File: config.mk
export PLATFORM = sky130hd
export DESIGN_NAME = csv_quoted_field_tokenizer_flat
export DESIGN_NICKNAME = d
export VERILOG_FILES = /design/src/rtl/csvq_pkg.sv /design/src/rtl/csvq_stream_if.sv /design/src/rtl/csv_quoted_field_tokenizer.sv /design/src/rtl/csvq_in_reg.sv /design/src/rtl/csvq_step.sv /design/src/rtl/csvq_out_reg.sv /design/src/flat_wrapper.sv
export SDC_FILE = /design/constraint.sdc
export NUM_CORES = 1
export LEC_CHECK = 0
export BUFFER_PORTS_ARGS = -buffer_cell sky130_fd_sc_hd__clkbuf_2
export CAP_MARGIN = 20
export CELL_PAD_IN_SITES_DETAIL_PLACEMENT = 2
export CELL_PAD_IN_SITES_GLOBAL_PLACEMENT = 2
export CORE_AREA = 2 2 78 61
export DETAILED_ROUTE_END_ITERATION = 10
export DIE_AREA = 0 0 80 63
export PLACE_DENSITY_LB_ADDON = 0.1
export SLEW_MARGIN = 20
export SYNTH_ARGS = -nofsm -noshare
export SYNTH_HDL_FRONTEND = slang
export SYNTH_SLANG_ARGS = --single-unit
File: constraint.sdc
create_clock -name i_clk -period 2.6 [get_ports i_clk]
set_clock_uncertainty 0.2 [all_clocks]
set_input_delay 0.52 -clock i_clk [delete_from_list [all_inputs] [get_ports i_clk]]
set_output_delay 0.52 -clock i_clk [all_outputs]
set_load 0.02 [all_outputs]
File: src/rtl/csvq_pkg.sv
// Types, character codes and event codes of the CSV tokenizer.
// No dependencies.
`default_nettype none
package csvq_pkg;

    localparam logic [7:0] CH_QUOTE   = 8'h22;
    localparam logic [7:0] CH_COMMA   = 8'h2C;
    localparam logic [7:0] CH_NEWLINE = 8'h0A;

    localparam logic [1:0] EV_CHAR       = 2'd0;
    localparam logic [1:0] EV_FIELD_END  = 2'd1;
    localparam logic [1:0] EV_RECORD_END = 2'd2;
    localparam logic [1:0] EV_ERROR      = 2'd3;

    localparam logic [1:0] ERR_NONE            = 2'd0;
    localparam logic [1:0] ERR_STRAY_QUOTE     = 2'd1;
    localparam logic [1:0] ERR_BAD_AFTER_QUOTE = 2'd2;
    localparam logic [1:0] ERR_NO_NEWLINE      = 2'd3;

    typedef enum logic [2:0] {
        MODE_PLAIN       = 3'b001,
        MODE_QUOTED      = 3'b010,
        MODE_AFTER_QUOTE = 3'b100
    } t_mode;

    typedef struct packed {
        logic [7:0] text_byte;
        logic       end_of_text;
    } t_item;

    typedef struct packed {
        logic [1:0] event_kind;
        logic [7:0] field_char;
        logic [1:0] error_code;
    } t_result;

    // Handoff from the parser step to the result register.
    typedef struct packed {
        logic    load;
        t_result result;
    } t_step_out;

endpackage
`default_nettype wire

File: src/rtl/csvq_stream_if.sv
// Valid/ready channels for CSV text bytes and tokenizer events.
// Depends on csvq_pkg for nothing but shares its field widths.
`default_nettype none
interface csvq_text_if;
    logic       valid;
    logic       ready;
    logic [7:0] text_byte;
    logic       end_of_text;

    modport source (output valid, output text_byte, output end_of_text, input ready);
    modport sink   (input valid, input text_byte, input end_of_text, output ready);
endinterface

interface csvq_event_if;
    logic       valid;
    logic       ready;
    logic [1:0] event_kind;
    logic [7:0] field_char;
    logic [1:0] error_code;

    modport source (output valid, output event_kind, output field_char,
                    output error_code, input ready);
    modport sink   (input valid, input event_kind, input field_char,
                    input error_code, output ready);
endinterface
`default_nettype wire

File: src/rtl/csv_quoted_field_tokenizer.sv
// CSV tokenizer with quoted fields: one byte in, at most one event out.
// An accepted byte passes the input register, then its event the result register; an output stall can hold it between.
// Throughput: one byte per cycle while the output is not stalled; the mode update is a single step per byte.
// Reset (synchronous, active low) empties both registers and returns to plain
// mode at a field start with no error pending.
// Depends on csvq_pkg, csvq_stream_if, csvq_in_reg, csvq_step, csvq_out_reg.
`default_nettype none
module csv_quoted_field_tokenizer
    import csvq_pkg::*;
(
    input  wire logic     i_clk,
    input  wire logic     i_rst_n,
    csvq_text_if.sink     i_text,
    csvq_event_if.source  o_event
);

    t_item     in_item;
    t_item     held_item;
    logic      held_valid;
    logic      out_free;
    logic      fire;
    t_step_out step;
    t_result   result;

    assign in_item.text_byte   = i_text.text_byte;
    assign in_item.end_of_text = i_text.end_of_text;

    // Advance the held byte only when the result register can take its event.
    assign fire = held_valid && out_free;

    csvq_in_reg u_in_reg (
        .i_clk     (i_clk),
        .i_rst_n   (i_rst_n),
        .i_valid   (i_text.valid),
        .i_item    (in_item),
        .o_ready   (i_text.ready),
        .i_advance (fire),
        .o_valid   (held_valid),
        .o_item    (held_item)
    );

    csvq_step u_step (
        .i_clk   (i_clk),
        .i_rst_n (i_rst_n),
        .i_fire  (fire),
        .i_item  (held_item),
        .o_step  (step)
    );

    csvq_out_reg u_out_reg (
        .i_clk    (i_clk),
        .i_rst_n  (i_rst_n),
        .i_step   (step),
        .i_ready  (o_event.ready),
        .o_free   (out_free),
        .o_valid  (o_event.valid),
        .o_result (result)
    );

    assign o_event.event_kind = result.event_kind;
    assign o_event.field_char = result.field_char;
    assign o_event.error_code = result.error_code;

endmodule
`default_nettype wire

File: src/rtl/csvq_in_reg.sv
// Input register of the CSV tokenizer: holds one accepted byte for the parser.
// Depends on csvq_pkg.
`default_nettype none
module csvq_in_reg
    import csvq_pkg::*;
(
    input  wire logic  i_clk,
    input  wire logic  i_rst_n,
    input  wire logic  i_valid,
    input  wire t_item i_item,
    output logic       o_ready,
    input  wire logic  i_advance,
    output logic       o_valid,
    output t_item      o_item
);

    logic  r_valid;
    t_item r_item;

    // Take a new transaction whenever the held byte leaves or none is held; refuse in reset.
    assign o_ready = i_rst_n && (!r_valid || i_advance);

    always_ff @(posedge i_clk) begin
        if (!i_rst_n) begin
            r_valid <= 1'b0;
        end else if (o_ready) begin
            r_valid <= i_valid;
        end
    end

    always_ff @(posedge i_clk) begin
        if (o_ready && i_valid) begin
            r_item <= i_item;
        end
    end

    assign o_valid = r_valid;
    assign o_item  = r_item;

endmodule
`default_nettype wire

File: src/rtl/csvq_step.sv
// Parser step of the CSV tokenizer: mode state and per-byte event decode.
// Depends on csvq_pkg.
`default_nettype none
module csvq_step
    import csvq_pkg::*;
(
    input  wire logic  i_clk,
    input  wire logic  i_rst_n,
    input  wire logic  i_fire,
    input  wire t_item i_item,
    output t_step_out  o_step
);

    t_mode r_mode, n_mode;
    logic  r_start, n_start;
    logic  r_error, n_error;

    logic       has_ev;
    logic [1:0] ev_kind;
    logic [7:0] ev_char;
    logic [1:0] ev_code;
    logic       is_comma_nl;
    logic       last;
    logic [7:0] b;

    assign b           = i_item.text_byte;
    assign last        = i_item.end_of_text;
    assign is_comma_nl = (b == CH_COMMA) || (b == CH_NEWLINE);

    always_comb begin
        n_mode  = r_mode;
        n_start = r_start;
        n_error = r_error;
        has_ev  = 1'b0;
        ev_kind = EV_CHAR;
        ev_char = 8'h00;
        ev_code = ERR_NONE;

        if (!r_error) begin
            unique case (r_mode)
                MODE_QUOTED: begin
                    if (b == CH_QUOTE) begin
                        if (last) begin
                            has_ev  = 1'b1;
                            ev_kind = EV_ERROR;
                            ev_code = ERR_BAD_AFTER_QUOTE;
                        end else begin
                            n_mode = MODE_AFTER_QUOTE;
                        end
                    end else begin
                        has_ev  = 1'b1;
                        ev_char = b;
                    end
                end
                MODE_AFTER_QUOTE: begin
                    if (is_comma_nl) begin
                        has_ev  = 1'b1;
                        ev_kind = (b == CH_COMMA) ? EV_FIELD_END : EV_RECORD_END;
                        n_mode  = MODE_PLAIN;
                        n_start = 1'b1;
                    end else if (b == CH_QUOTE) begin
                        has_ev  = 1'b1;
                        ev_char = CH_QUOTE;
                        n_mode  = MODE_QUOTED;
                    end else begin
                        has_ev  = 1'b1;
                        ev_kind = EV_ERROR;
                        ev_code = ERR_BAD_AFTER_QUOTE;
                    end
                end
                default: begin
                    n_mode = MODE_PLAIN;
                    if (b == CH_QUOTE) begin
                        if (r_start) begin
                            n_mode  = MODE_QUOTED;
                            n_start = 1'b0;
                        end else begin
                            has_ev  = 1'b1;
                            ev_kind = EV_ERROR;
                            ev_code = ERR_STRAY_QUOTE;
                        end
                    end else if (is_comma_nl) begin
                        has_ev  = 1'b1;
                        ev_kind = (b == CH_COMMA) ? EV_FIELD_END : EV_RECORD_END;
                        n_start = 1'b1;
                    end else begin
                        has_ev  = 1'b1;
                        ev_char = b;
                        n_start = 1'b0;
                    end
                end
            endcase

            // Text must end in a newline; an earlier error on this byte wins.
            if (last && (b != CH_NEWLINE) && !(has_ev && (ev_kind == EV_ERROR))) begin
                has_ev  = 1'b1;
                ev_kind = EV_ERROR;
                ev_char = 8'h00;
                ev_code = ERR_NO_NEWLINE;
            end

            if (has_ev && (ev_kind == EV_ERROR)) begin
                n_error = 1'b1;
            end
        end

        if (last) begin
            n_mode  = MODE_PLAIN;
            n_start = 1'b1;
            n_error = 1'b0;
        end
    end

    always_ff @(posedge i_clk) begin
        if (!i_rst_n) begin
            r_mode  <= MODE_PLAIN;
            r_start <= 1'b1;
            r_error <= 1'b0;
        end else if (i_fire) begin
            r_mode  <= n_mode;
            r_start <= n_start;
            r_error <= n_error;
        end
    end

    assign o_step.load              = i_fire && has_ev;
    assign o_step.result.event_kind = ev_kind;
    assign o_step.result.field_char = ev_char;
    assign o_step.result.error_code = ev_code;

endmodule
`default_nettype wire

File: src/rtl/csvq_out_reg.sv
// Result register of the CSV tokenizer: holds one event until it is taken.
// Depends on csvq_pkg.
`default_nettype none
module csvq_out_reg
    import csvq_pkg::*;
(
    input  wire logic      i_clk,
    input  wire logic      i_rst_n,
    input  wire t_step_out i_step,
    input  wire logic      i_ready,
    output logic           o_free,
    output logic           o_valid,
    output t_result        o_result
);

    logic    r_valid;
    t_result r_result;

    assign o_free = !r_valid || i_ready;

    always_ff @(posedge i_clk) begin
        if (!i_rst_n) begin
            r_valid <= 1'b0;
        end else if (o_free) begin
            r_valid <= i_step.load;
        end
    end

    always_ff @(posedge i_clk) begin
        if (o_free && i_step.load) begin
            r_result <= i_step.result;
        end
    end

    assign o_valid  = r_valid;
    assign o_result = r_result;

endmodule
`default_nettype wire

File: src/flat_wrapper.sv
// flat-port wrapper written by rule: the top's interface ports become plain ports
module csv_quoted_field_tokenizer_flat import csvq_pkg::*;
  (i_clk, i_rst_n, i_text_valid, i_text_text_byte, i_text_end_of_text, i_text_ready, o_event_valid, o_event_event_kind, o_event_field_char, o_event_error_code, o_event_ready);
  csvq_text_if i_text_i ();
  csvq_event_if o_event_i ();
  input  wire logic i_clk;
  input  wire logic i_rst_n;
  input wire logic [$bits(i_text_i.valid)-1:0] i_text_valid;
  input wire logic [$bits(i_text_i.text_byte)-1:0] i_text_text_byte;
  input wire logic [$bits(i_text_i.end_of_text)-1:0] i_text_end_of_text;
  output wire logic [$bits(i_text_i.ready)-1:0] i_text_ready;
  output wire logic [$bits(o_event_i.valid)-1:0] o_event_valid;
  output wire logic [$bits(o_event_i.event_kind)-1:0] o_event_event_kind;
  output wire logic [$bits(o_event_i.field_char)-1:0] o_event_field_char;
  output wire logic [$bits(o_event_i.error_code)-1:0] o_event_error_code;
  input wire logic [$bits(o_event_i.ready)-1:0] o_event_ready;
  assign i_text_i.valid = i_text_valid;
  assign i_text_i.text_byte = i_text_text_byte;
  assign i_text_i.end_of_text = i_text_end_of_text;
  assign i_text_ready = i_text_i.ready;
  assign o_event_valid = o_event_i.valid;
  assign o_event_event_kind = o_event_i.event_kind;
  assign o_event_field_char = o_event_i.field_char;
  assign o_event_error_code = o_event_i.error_code;
  assign o_event_i.ready = o_event_ready;
  csv_quoted_field_tokenizer u_core (.i_clk(i_clk), .i_rst_n(i_rst_n), .i_text(i_text_i), .o_event(o_event_i));
endmodule
Word-level counts from Yosys, hierarchy flattened
Cells that the tools add are included.

storage, ports and cells
  output and inout port bits = 14
  input port bits = 13
  register bits = 28

cells by class
  mux-type cells = 52
  equality and inequality tests = 13
  reduce and logical (&&, ||, !) cells = 18

operators with widths
  cell                                                                   count
  2-bit 2-to-1 mux                                                       18
  8-bit 2-to-1 mux                                                       3
  1-bit 2-to-1 mux                                                       18
  8-bit by 6-bit equality test with 1-bit output, second input constant  2
  8-bit case mux with 2 select lines                                     1
  3-bit 2-to-1 mux                                                       5
  6-bit 2-to-1 mux                                                       2
  1-bit logical AND                                                      9
  8-bit by 4-bit equality test with 1-bit output, second input constant  1
  8-bit by 4-bit != test with 1-bit output, second input constant        1
  2-bit case mux with 2 select lines                                     2
  4-bit AND reduction                                                    2
  3-bit by 2-bit != test with 1-bit output, second input constant        2
  3-bit case mux with 2 select lines                                     1
  2-bit equality test, second input constant                             2
  2-bit by 1-bit != test with 1-bit output, second input constant        2
  4-bit by 3-bit != test with 1-bit output, second input constant        1
  1-bit case mux with 2 select lines                                     2
  3-bit by 2-bit equality test with 1-bit output, second input constant  1
  3-bit equality test, second input constant                             1
  1-bit logical NOT                                                      3
  1-bit logical OR                                                       3
  2-bit OR reduction                                                     1

Depth between registers and ports, before layout
Gate-level depths: netlist (run 1).

  depth in word-level cells = 17
  mapped depth = 7

Modules after synthesis
From an unflattened synthesis (run 1), not the netlist that was laid out.

second synthesis, totals
  cell total of the unflattened synthesis = 135
  area, all modules = 1519.0 µm²

modules (own cells, without submodules)
  module                      instances  cells each  area each (µm²)  seq. area each (µm²)
  csvq_step                   1          102         767.0            100.1
  csvq_out_reg                1          17          417.9            380.4
  csvq_in_reg                 1          15          327.8            290.3
  csv_quoted_field_tokenizer  1          1           6.3              0.0

Worst setup path before layout (run 1)
Ideal clock, no wire load.

  kind = register -> register
  from = reg u_core.u_in_reg.r_item (netlist bit u_core.u_in_reg.o_item[4])
  to = reg u_core.u_step.r_mode[1]
  arrival time = 1914 ps
  slack = 416 ps
  stages on the path, launching flop included = 8
  cells stage by stage = edfxtp_1 > nor4b_2 > and2_1 > buf_6 > nor2_2 > a221o_1 > or3_1 > a21boi_1

on the way
  longest elaborated chain between the ends = 6
  elaborated cells between the ends (all ways) = 12
  classes of those cells = 5 x eq/ne; 5 x mux; 2 x reduce/logical

ends and longest elaborated chain
  element                                                                                                                  line               text
  from (decl)                                                                                                              csvq_in_reg.sv:18  t_item r_item;
  from (signal assigned)                                                                                                   csvq_in_reg.sv:33  r_item <= i_item;
  8-bit by 6-bit equality test with 1-bit output / 8-bit by 4-bit equality test with 1-bit output (equally long branches)  csvq_step.sv:28    assign is_comma_nl = (b == CH_COMMA) || (b == CH_NEWLINE);
  1-bit logical OR                                                                                                         csvq_step.sv:28
  3-bit 2-to-1 mux                                                                                                         csvq_step.sv:56    if (is_comma_nl) begin
  3-bit case mux with 2 select lines                                                                                       csvq_step.sv:40    unique case (r_mode)
  3-bit 2-to-1 mux                                                                                                         csvq_step.sv:39    if (!r_error) begin
  3-bit 2-to-1 mux                                                                                                         csvq_step.sv:107   if (last) begin
  to (signal assigned)                                                                                                     csvq_step.sv:120   r_mode <= n_mode;
  to (decl)                                                                                                                csvq_step.sv:14    t_mode r_mode, n_mode;

Several ways; a longest one is shown, not always the timed one. The select of a mux whose other input is x is not followed.
A chain may end at the register's enable or synchronous reset.

Worst setup path after layout (run 1)
  from = reg u_core.u_in_reg.r_item (netlist bit u_core.u_in_reg.o_item[3])
  to = reg u_core.u_step.r_mode[1]

The elaborated chain is that of the path after synthesis.

==> results of run 1 <==
[cell usage after synthesis, types with 3 or more instances]
cell type   n
a21oi_1     6
edfxtp_1   21
nor3_1      3
dfxtp_1     7
nor3b_1     5
and3_1      6
and2_1      4
inv_1       5
nand3_1     3
nor2_1     10
o21ai_0     4
nand2_1     6
o211ai_1    3
nor2b_1     6
[per-stage QoR]
stage | cells | setup slack (ps)
2_1_floorplan | 129 | 416
3_3_place_gp | 209 | 72.7
3_5_place_dp | 209 | -1.76
4_1_cts | 213 | 62.9
5_1_grt | 223 | 19.9
6_report | 223 | 146
[area by class of cell]
cell class                      instances  share of cell area
Clock buffer                            4              0.0254
Tap cell                               57              0.0402
Timing Repair Buffer                   38               0.124
Multi-Input combinational cell         91               0.366
Inverter                                5              0.0106
Sequential cell                        28               0.434
[sequential cells by signal, indices dropped and copies added (netlist names)]
| register | flops |
|---|---|
| u_core.u_in_reg.o_item | 9 |
| u_core.u_step.r_start | 1 |
| u_core.u_out_reg.o_valid | 1 |
| u_core.u_step.r_mode | 3 |
| u_core.u_out_reg.o_result | 12 |
| u_core.u_in_reg.o_valid | 1 |
| u_core.u_step.r_error | 1 |
[report_power, final]
part / total, mW / internal, mW / switching, mW / leakage, nW
Sequential: 0.519 / 0.502 / 0.0162 / 0.255
Combinational: 0.0936 / 0.0402 / 0.0534 / 0.415
Clock: 0.240 / 0.110 / 0.130 / 0.0228
[worst max-delay path by stage]
stage	start	to	slack [ps]	cells past startpoint
after floorplan	u_core.u_in_reg.o_item[4]$_DFFE_PP_	u_core.u_step.r_mode[1]$_SDFFE_PN0P_	420	7
after global placement	u_core.u_in_reg.o_item[6]$_DFFE_PP_	u_core.u_out_reg.o_result[5]$_SDFFCE_PP0P_	70	6
after detailed placement	u_core.u_in_reg.o_item[6]$_DFFE_PP_	u_core.u_out_reg.o_result[9]$_SDFFCE_PP0P_	-2	6
after CTS	u_core.u_in_reg.o_item[4]$_DFFE_PP_	u_core.u_step.r_mode[1]$_SDFFE_PN0P_	60	7
after global routing	u_core.u_in_reg.o_item[3]$_DFFE_PP_	u_core.u_step.r_mode[1]$_SDFFE_PN0P_	20	8
final	u_core.u_in_reg.o_item[3]$_DFFE_PP_	u_core.u_step.r_mode[1]$_SDFFE_PN0P_	150	8
[worst max-delay path, cell delays in order, from the launching register on]
cell and delay (ps):
edfxtp_1 430, buf_4 180, nor4b_4 310, and2_4 200
buf_4 160, nor2_2 40, a221o_1 360, or3_1 370
a21boi_1 130
[cell families after synthesis]
family                 Yosys count
flip-flops                      28
AND/OR/NAND/NOR                 55
XOR/XNOR                         1
buffers and inverters           10
multiplexers                     1
AO/OA/AOI/OAI                   34
[placed cells by master, fill, tap and decap left out, types with 2 or more instances in the layout]
master     n
clkbuf_2  26
edfxtp_1  21
buf_4     12
nor2_1    10
dfxtp_1    7
nor2b_1    6
a21oi_1    6
nand2_1    6
and3_1     6
inv_1      5
nor3b_1    4
o21ai_0    4
and2_1     3
nand3_1    3
o211ai_1   3
clkbuf_8   3
a21boi_0   2
nor4b_4    2
nor3b_2    2
a31oi_1    2
a211oi_1   2
o21a_1     2
a221o_1    2
nor3_1     2
a22oi_1    2
[what timing repair did]
item	CTS	global route
endpoints found under the setup margin	8	9
gates resized for setup	1	7
pin swaps	0	6
buffers inserted	0	10
[per-layer routing]
metal  wire length [um]  part of all wire  global-route usage
met5                  0                 0                   0
met4                 25            0.0070              0.0381
met3                154             0.043              0.0318
met2               1650              0.46               0.249
met1               1750              0.49               0.208
==> results_dict.tcl, run 1 <==
set metrics [dict create \
    synth_cells 129 \
    synth_adder_area_share 0 \
    grt_pass1_wl_um 5970 \
    reg2reg_depth 8 \
    final_nets 180 \
    clk_pin_slew_worst_paths_ps 90 \
    ant_nets 0 \
    seqCellArea_um2 771 \
    critPathArrivalTime_ps 2470 \
    fp.dieH_um 63 \
    synth_top_family_by_area "simple AND/OR/NAND/NOR gates" \
    drt_first_pass_iters 4 \
    hold_end "u_core.u_in_reg.o_item[0]$_DFFE_PP_" \
    synthTopCellsByArea "edfxtp_1 44%, dfxtp_1 9.7%, and3_1 2.6%, nor2_1 2.6%, nor2b_1 2.6%" \
    synth_top_area_cell "edfxtp_1" \
    tightest_slew_ps 627 \
    yosys.area_share.simple 0.242 \
    hp-class "in -> reg" \
    fp.coreArea_mm2 0.00431 \
    area_growth_pct 23.4 \
    r2r_slack_ps 150 \
    maxCapViolations 0 \
    min_delay_path_depth 1 \
    status "finished clean" \
    cts_tree "yes" \
    grt_max_degree 16 \
    vias 1144 \
    grt_usage 0.153 \
    drc 0 \
    max_freq_ghz 0.408 \
    final_cell_area_mm2 0.00178 \
    path_class "reg -> reg" \
    via_per_inst 5.13 \
    cts_hold_buf 0 \
    ys_seq_area_frac 0.536 \
    routed_wl_um 3580 \
    crit_fanout 9 \
    required_ps 2610 \
    fin_crit_sh 0.944 \
    syn_nets 142 \
    ys_types 46 \
    worstSetupStartpointType "flip-flop" \
    rsz0062_at_grt "no" \
    drive_gt1_frac 0.331 \
    maxSlewHeadroom 0.582 \
    p_per_area_mw_per_mm2 480 \
    holdWs_ps 215 \
    htree_levels 1 \
    worstHoldStart "i_text_end_of_text" \
    drv_slew 0 \
    cp-end-kind "flip-flop" \
    grt_pass1_vias 1189 \
    initial_core_util 0.334 \
    synth_ff_type "edfxtp_1" \
    hold_viol 0 \
    rr_endpoint "u_core.u_step.r_mode[1]$_SDFFE_PN0P_" \
    setup_viol 0 \
    place.gp.congestion 0.843 \
    cts_buffers 3 \
    r2r_start "u_core.u_in_reg.o_item[3]$_DFFE_PP_" \
    p_leak_nw 0.693 \
    synth_area_per_cell_um2 11.2 \
    synth_top_area_share 0.438 \
    fin_crit_ps 2450 \
    muxShareOfSynthArea 0.00696 \
    nFillCells 489 \
    synth_edf_count 21 \
    multi_input_area_um2 649 \
    row_count 21 \
    synthesis.area_mm2 0.00144 \
    ys_warn_count 0 \
    place_hpwl_um 2700 \
    ir_drop_v 0.000247 \
    wire_per_inst_um 16.1 \
    dr.first_iter.drc_count 27 \
    cts_root_buffer "clkbuf_8" \
    dpl_cell_area_mm2 0.00161 \
    port_buffers 26 \
    yosys.area_share.xor_xnor 0.00609 \
    synth_compound_area_frac 0.166 \
    power_mw 0.853 \
    overflow 0 \
    post-route-util 0.412 \
    clock_path_buffers 2 \
    antenna_found_initial 0 \
    die_width_um 80 \
    async_flop_share 0 \
    synth-seq-cells 28 \
    diodes 0 \
    cts_sinks 28 \
    ios 27 \
    setup_tns_ps 0 \
    clock_latency_ps 270 \
    dieArea_mm2 0.00504 \
]
Note: power is estimated with default switching activity, not from simulation.
==> run 2, diff against run 1 <==
--- a/config.mk
+++ b/config.mk
@@ -9,11 +9,12 @@
 export CAP_MARGIN = 20
 export CELL_PAD_IN_SITES_DETAIL_PLACEMENT = 2
 export CELL_PAD_IN_SITES_GLOBAL_PLACEMENT = 2
-export CORE_AREA = 2 2 78 61
+export CORE_AREA = 2 2 77 60
 export DETAILED_ROUTE_END_ITERATION = 10
-export DIE_AREA = 0 0 80 63
+export DIE_AREA = 0 0 79 62
 export PLACE_DENSITY_LB_ADDON = 0.1
 export SLEW_MARGIN = 20
 export SYNTH_ARGS = -nofsm -noshare
 export SYNTH_HDL_FRONTEND = slang
+export SYNTH_HIERARCHICAL = 1
 export SYNTH_SLANG_ARGS = --single-unit
==> constraint.sdc (replaced) <==
create_clock -name i_clk -period 2.9 [get_ports i_clk]
set_clock_uncertainty 0.2 [all_clocks]
set_input_delay 0.58 -clock i_clk [delete_from_list [all_inputs] [get_ports i_clk]]
set_output_delay 0.58 -clock i_clk [all_outputs]
set_load 0.02 [all_outputs]
==> results_dict.tcl, run 2 <==
set metrics [dict create \
    vias 1219 \
    seqCellArea_um2 771 \
    ys_warn_count 6 \
    clk_pin_slew_worst_paths_ps 90 \
    crit_path_max_incr_delay_ps 540 \
    die_width_um 79 \
    path_class "reg -> reg" \
    drive_gt1_frac 0.270 \
    required_ps 2740 \
    path_cells "nor3b_1, a21oi_1, o32ai_2, a21oi_2, nor4b_1" \
    place.gp.congestion 0.831 \
    dr.first_iter.drc_count 44 \
    cts_root_buffer "clkbuf_8" \
    initial_core_util 0.357 \
    ir_drop_v 0.000248 \
    power_mw 0.813 \
    post_cts_buffers 0 \
    ys_types 49 \
    overflow 0 \
    met2_usage 0.338 \
    place_hpwl_um 3190 \
    synth_top_area_share 0.415 \
    synth_area_per_cell_um2 11.3 \
    clock_path_buffers 2 \
    async_flop_share 0 \
    status "finished clean" \
    hold_viol 0 \
    fp.dieH_um 62 \
    fp.coreArea_mm2 0.00426 \
    ios 27 \
    synthTopCellsByCount "21 x edfxtp_1, 10 x a21oi_1, 8 x nand2_1" \
    fin_crit_sh 0.844 \
    grt_pass1_wl_um 6690 \
    cp-end-kind "flip-flop" \
    grt.busiest_layer "met2" \
    largest_reg_flops 12 \
    rsz0062_at_grt "no" \
    cts_tree "yes" \
    critPathArrivalTime_ps 2290 \
    setup_viol 0 \
    grt_util_met1 0.230 \
    synth_cells 135 \
    syn_nets 148 \
    mostFrequentLayoutCell "clkbuf_2" \
    cts_buffers 3 \
    final_nets 177 \
    drt_first_pass_iters 4 \
    htree_levels 1 \
    wire_per_inst_um 19.0 \
    holdWs_ps 272 \
    clock_latency_ps 290 \
    ant_nets 0 \
    dieArea_mm2 0.00490 \
    synthesis.area_mm2 0.00152 \
    synth_ff_type "edfxtp_1" \
    maxCapViolations 0 \
    cts_resized 0 \
    max_freq_ghz 0.409 \
    via_per_inst 5.54 \
    critPathTopFamily "simple AND/OR/NAND/NOR gates" \
    synth_top_area_cell "edfxtp_1" \
    p_leak_nw 0.678 \
    post-route-util 0.416 \
    fin_crit_ps 2450 \
    cp_slowest_cell "edfxtp_1" \
    cts_sinks 28 \
    diodes 0 \
    grt_pass1_vias 1298 \
    yosysMostFrequentCell "edfxtp_1" \
    worst-path-buf-inv 0 \
    row_count 21 \
    final_cell_mix "26 x clkbuf_2, 21 x edfxtp_1, 10 x a21oi_1" \
    ys_seq_area_frac 0.507 \
    grt_max_degree 18 \
    port_buffers 26 \
    worstSetupStartpointType "flip-flop" \
    nFillCells 473 \
    synthTopCellsByArea "edfxtp_1 42%, dfxtp_1 9.2%, nor4b_1 3.5%, a21oi_1 3.3%, nor2b_1 2.5%" \
    synth_edf_count 21 \
    grt_usage 0.185 \
    cts_hold_buf 0 \
    hp-class "in -> reg" \
    p_per_area_mw_per_mm2 459 \
    area_growth_pct 16.6 \
    routed_wl_um 4190 \
    tightest_slew_ps 646 \
    antenna_found_initial 0 \
    drv_slew 0 \
    synth-seq-cells 28 \
    drc 0 \
    grt.met3_usage 0.0434 \
    setup_tns_ps 0 \
    crit_fanout 8 \
    maxSlewHeadroom 0.569 \
    multi_input_area_um2 714 \
]
[run 2: final cells by class]
class | count | share of cell area
Multi-Input combinational cell | 98 | 0.403
Timing Repair Buffer | 27 | 0.0777
Sequential cell | 28 | 0.435
Clock buffer | 4 | 0.0311
Tap cell | 57 | 0.0403
Inverter | 6 | 0.0127
[run 2: path summary, 6_finish.rpt]
kind / start / to / slack, ps / depth (start not counted)
min: i_text_text_byte[0] / u_core/u_in_reg/o_item[1]$_DFFE_PP_ / 270 / 1
min reg2reg: u_core/u_out_reg/o_valid$_SDFFE_PN0P_ / u_core/u_out_reg/o_valid$_SDFFE_PN0P_ / 310 / 2
max reg2reg: u_core/u_in_reg/o_item[4]$_DFFE_PP_ / u_core/u_out_reg/o_result[6]$_DFFE_PP_ / 450 / 5
max: u_core/u_in_reg/o_item[4]$_DFFE_PP_ / u_core/u_out_reg/o_result[6]$_DFFE_PP_ / 450 / 5
[run 2: layer usage]
| layer | wire length, um | vias up | part of all wire |
|---|---|---|---|
| met4 | 17 | 0 | 0.0041 |
| li1 | - | 573 | - |
| met2 | 2050 | 25 | 0.49 |
| met1 | 1960 | 617 | 0.47 |
| met5 | 0 | - | 0 |
| met3 | 155 | 4 | 0.037 |
[run 2: cell families (layout without fill, tap and decap cells)]
| logic type | Yosys count | after routing | share of synthesized area |
|---|---|---|---|
| buffers and inverters | 9 | 37 | 0.0222 |
| multiplexers | 2 | 2 | 0.0132 |
| XOR/XNOR | 1 | 1 | 0.00577 |
| AO/OA/AOI/OAI | 43 | 43 | 0.205 |
| AND/OR/NAND/NOR | 52 | 52 | 0.246 |
| flip-flops | 28 | 28 | 0.507 |
[run 2: worst reg2reg max path: cells and delay by family, from the launching register on]
| kind | cells | cell delay [ps] |
|---|---|---|
| AND/OR/NAND/NOR | 2 | 750 |
| flip-flops | 1 | 540 |
| AO/OA/AOI/OAI | 3 | 720 |
[run 2: through the flow]
| stage | cell area [um^2] | worst slack [ps] | instances |
|---|---|---|---|
| 2_1_floorplan | 1520 | 765 | 135 |
| 3_3_place_gp | 1720 | 603 | 216 |
| 3_5_place_dp | 1720 | 462 | 216 |
| 4_1_cts | 1770 | 455 | 220 |
| 5_1_grt | 1770 | 311 | 220 |
| 6_report | 1770 | 452 | 220 |
[run 2: power by group]
part	switching [mW]	internal (mW)	total, mW
logic	0.0568	0.0349	0.0917
clock network	0.131	0.122	0.253
registers	0.0163	0.452	0.469
==> run 3, diff against run 2 <==
--- a/config.mk
+++ b/config.mk
@@ -9,9 +9,9 @@
 export CAP_MARGIN = 20
 export CELL_PAD_IN_SITES_DETAIL_PLACEMENT = 2
 export CELL_PAD_IN_SITES_GLOBAL_PLACEMENT = 2
-export CORE_AREA = 2 2 77 60
+export CORE_AREA = 2 2 80 63
 export DETAILED_ROUTE_END_ITERATION = 10
-export DIE_AREA = 0 0 79 62
+export DIE_AREA = 0 0 82 65
 export PLACE_DENSITY_LB_ADDON = 0.1
 export SLEW_MARGIN = 20
 export SYNTH_ARGS = -nofsm -noshare
==> constraint.sdc (replaced) <==
create_clock -name i_clk -period 2.27 [get_ports i_clk]
set_clock_uncertainty 0.2 [all_clocks]
set_input_delay 0.454 -clock i_clk [delete_from_list [all_inputs] [get_ports i_clk]]
set_output_delay 0.454 -clock i_clk [all_outputs]
set_load 0.02 [all_outputs]
==> results_dict.tcl, run 3 (synthesis results as in run 2) <==
set metrics [dict create \
    status "finished, violations left" \
    violations "negative setup slack" \
    maxCapViolations 0 \
    largest_reg_flops 12 \
    ir_drop_v 0.000327 \
    drt_first_pass_iters 3 \
    final_nets 191 \
    fin_crit_ps 2290 \
    worst-path-buf-inv 2 \
    path_cells "buf_4, or4_4, nor3_4, o32ai_2, a21oi_2, buf_6, nor3_1" \
    timing.final.ws_setup_ps -17.3 \
    routed_wl_um 4500 \
    vias 1279 \
    fp.dieH_um 65 \
    cts_tree "yes" \
    overflow 0 \
    instances_no_fill 237 \
    p_sw_mw 0.256 \
    diodes 0 \
    cts_root_buffer "clkbuf_8" \
    cp-end-kind "flip-flop" \
    tightest_slew_ps 798 \
    grt_max_degree 18 \
    critPathTopFamily "simple AND/OR/NAND/NOR gates" \
    row_count 22 \
    dr.first_iter.drc_count 105 \
    placed_cells 230 \
    rsz0062_at_grt "yes" \
    required_ps 2070 \
    setup_viol 8 \
    fin_crit_sh 1.01 \
    ant_nets 0 \
    area_growth_pct 30.0 \
    antenna_found_initial 0 \
    place.gp.congestion 0.847 \
    clk_pin_slew_worst_paths_ps 100 \
    grt_pass1_wl_um 7560 \
    crit_path_max_incr_delay_ps 480 \
    grt_pass1_vias 1456 \
    sequentialPowerShare 0.531 \
    die_width_um 82 \
    cts_sinks 28 \
    via_per_inst 5.40 \
    p_clk_frac 0.351 \
    switching_share 0.228 \
    grt_usage 0.188 \
    dieArea_mm2 0.00533 \
    dp_slack_ps -103 \
    critPathArrivalTime_ps 2090 \
    path_class "reg -> reg" \
    initial_core_util 0.328 \
    clock_latency_ps 270 \
    cts_hold_buf 0 \
    final_cell_mix "26 x clkbuf_2, 21 x edfxtp_1, 14 x buf_4" \
    mostFrequentLayoutCell "clkbuf_2" \
    p_leak_nw 0.787 \
    drive_gt1_frac 0.390 \
    clock_path_buffers 2 \
    crit_fanout 8 \
    post-route-util 0.427 \
    htree_levels 1 \
    port_buffers 26 \
    drv_slew 0 \
    hp-class "in -> reg" \
    place_hpwl_um 3420 \
    maxSlewHeadroom 0.467 \
    max_freq_ghz 0.437 \
    cts_buffers 3 \
    wire_per_inst_um 19.0 \
    ios 27 \
    drc 0 \
    worstSetupStartpointType "flip-flop" \
    r2r_slack_ps -20 \
    p_comb_frac 0.118 \
    intPower_mw 0.867 \
    hold_viol 0 \
    fp.coreArea_mm2 0.00462 \
    cp_slowest_cell "or4_4" \
    p_per_area_mw_per_mm2 569 \
]
==> run 3: cell types whose count changed in the layout (fill, tap and decap cells not counted), sizes merged <==
| cell | delta |
|---|---|
| bufinv | +1 |
| buf | +14 |
| clkbuf | -1 |
==> run 3: per-layer routing <==
metal	wire, um	share of wire	global-route usage
met2	2330	0.52	0.323
met5	0	0	0
met4	56	0.012	0.0438
met3	114	0.025	0.0334
met1	2010	0.45	0.243
==> run 3: area by class of cell <==
type,count,area (um^2)
Clock buffer,3,41.3
Timing Repair Buffer,41,246
Inverter,6,22.5
Fill cell,500,2650
Sequential cell,28,771
Clock inverter,1,30.0
Multi-Input combinational cell,98,788
Tap cell,60,75.1
==> run 3: power groups by stage <==
stage	Combinational, mW	Clock, mW	Sequential, mW
floorplan	0.0596	0	0.620
global placement	0.120	0	0.605
detailed placement	0.124	0	0.608
CTS	0.130	0.414	0.597
global route	0.147	0.426	0.599
finish	0.133	0.394	0.596
==> run 3: worst paths after layout <==
kind / from / depth (start not counted) / endpoint
min: i_text_text_byte[7] / 1 / u_core/u_in_reg/o_item[8]$_DFFE_PP_
max reg2reg: u_core/u_in_reg/o_item[7]$_DFFE_PP_ / 7 / u_core/u_out_reg/o_result[3]$_DFFE_PP_
max: u_core/u_in_reg/o_item[7]$_DFFE_PP_ / 7 / u_core/u_out_reg/o_result[3]$_DFFE_PP_
min reg2reg: u_core/u_out_reg/o_valid$_SDFFE_PN0P_ / 2 / u_core/u_out_reg/o_valid$_SDFFE_PN0P_
==> run 3: repair_timing <==
action,CTS,global route
buffers inserted,0,3
gates resized for setup,10,5
pin swaps,1,4
setup endpoints to repair,23,26
==> run 3: stage by stage <==
step	power (mW)	setup TNS [ps]	hold WS (ps)	area (um^2)
finish	1.12	-86.5	149	1970
global route	1.17	-1250	134	1970
CTS	1.14	-116	134	1930
detailed placement	0.732	-398	307	1800
global placement	0.725	0	287	1800
floorplan	0.680	0	277	1520
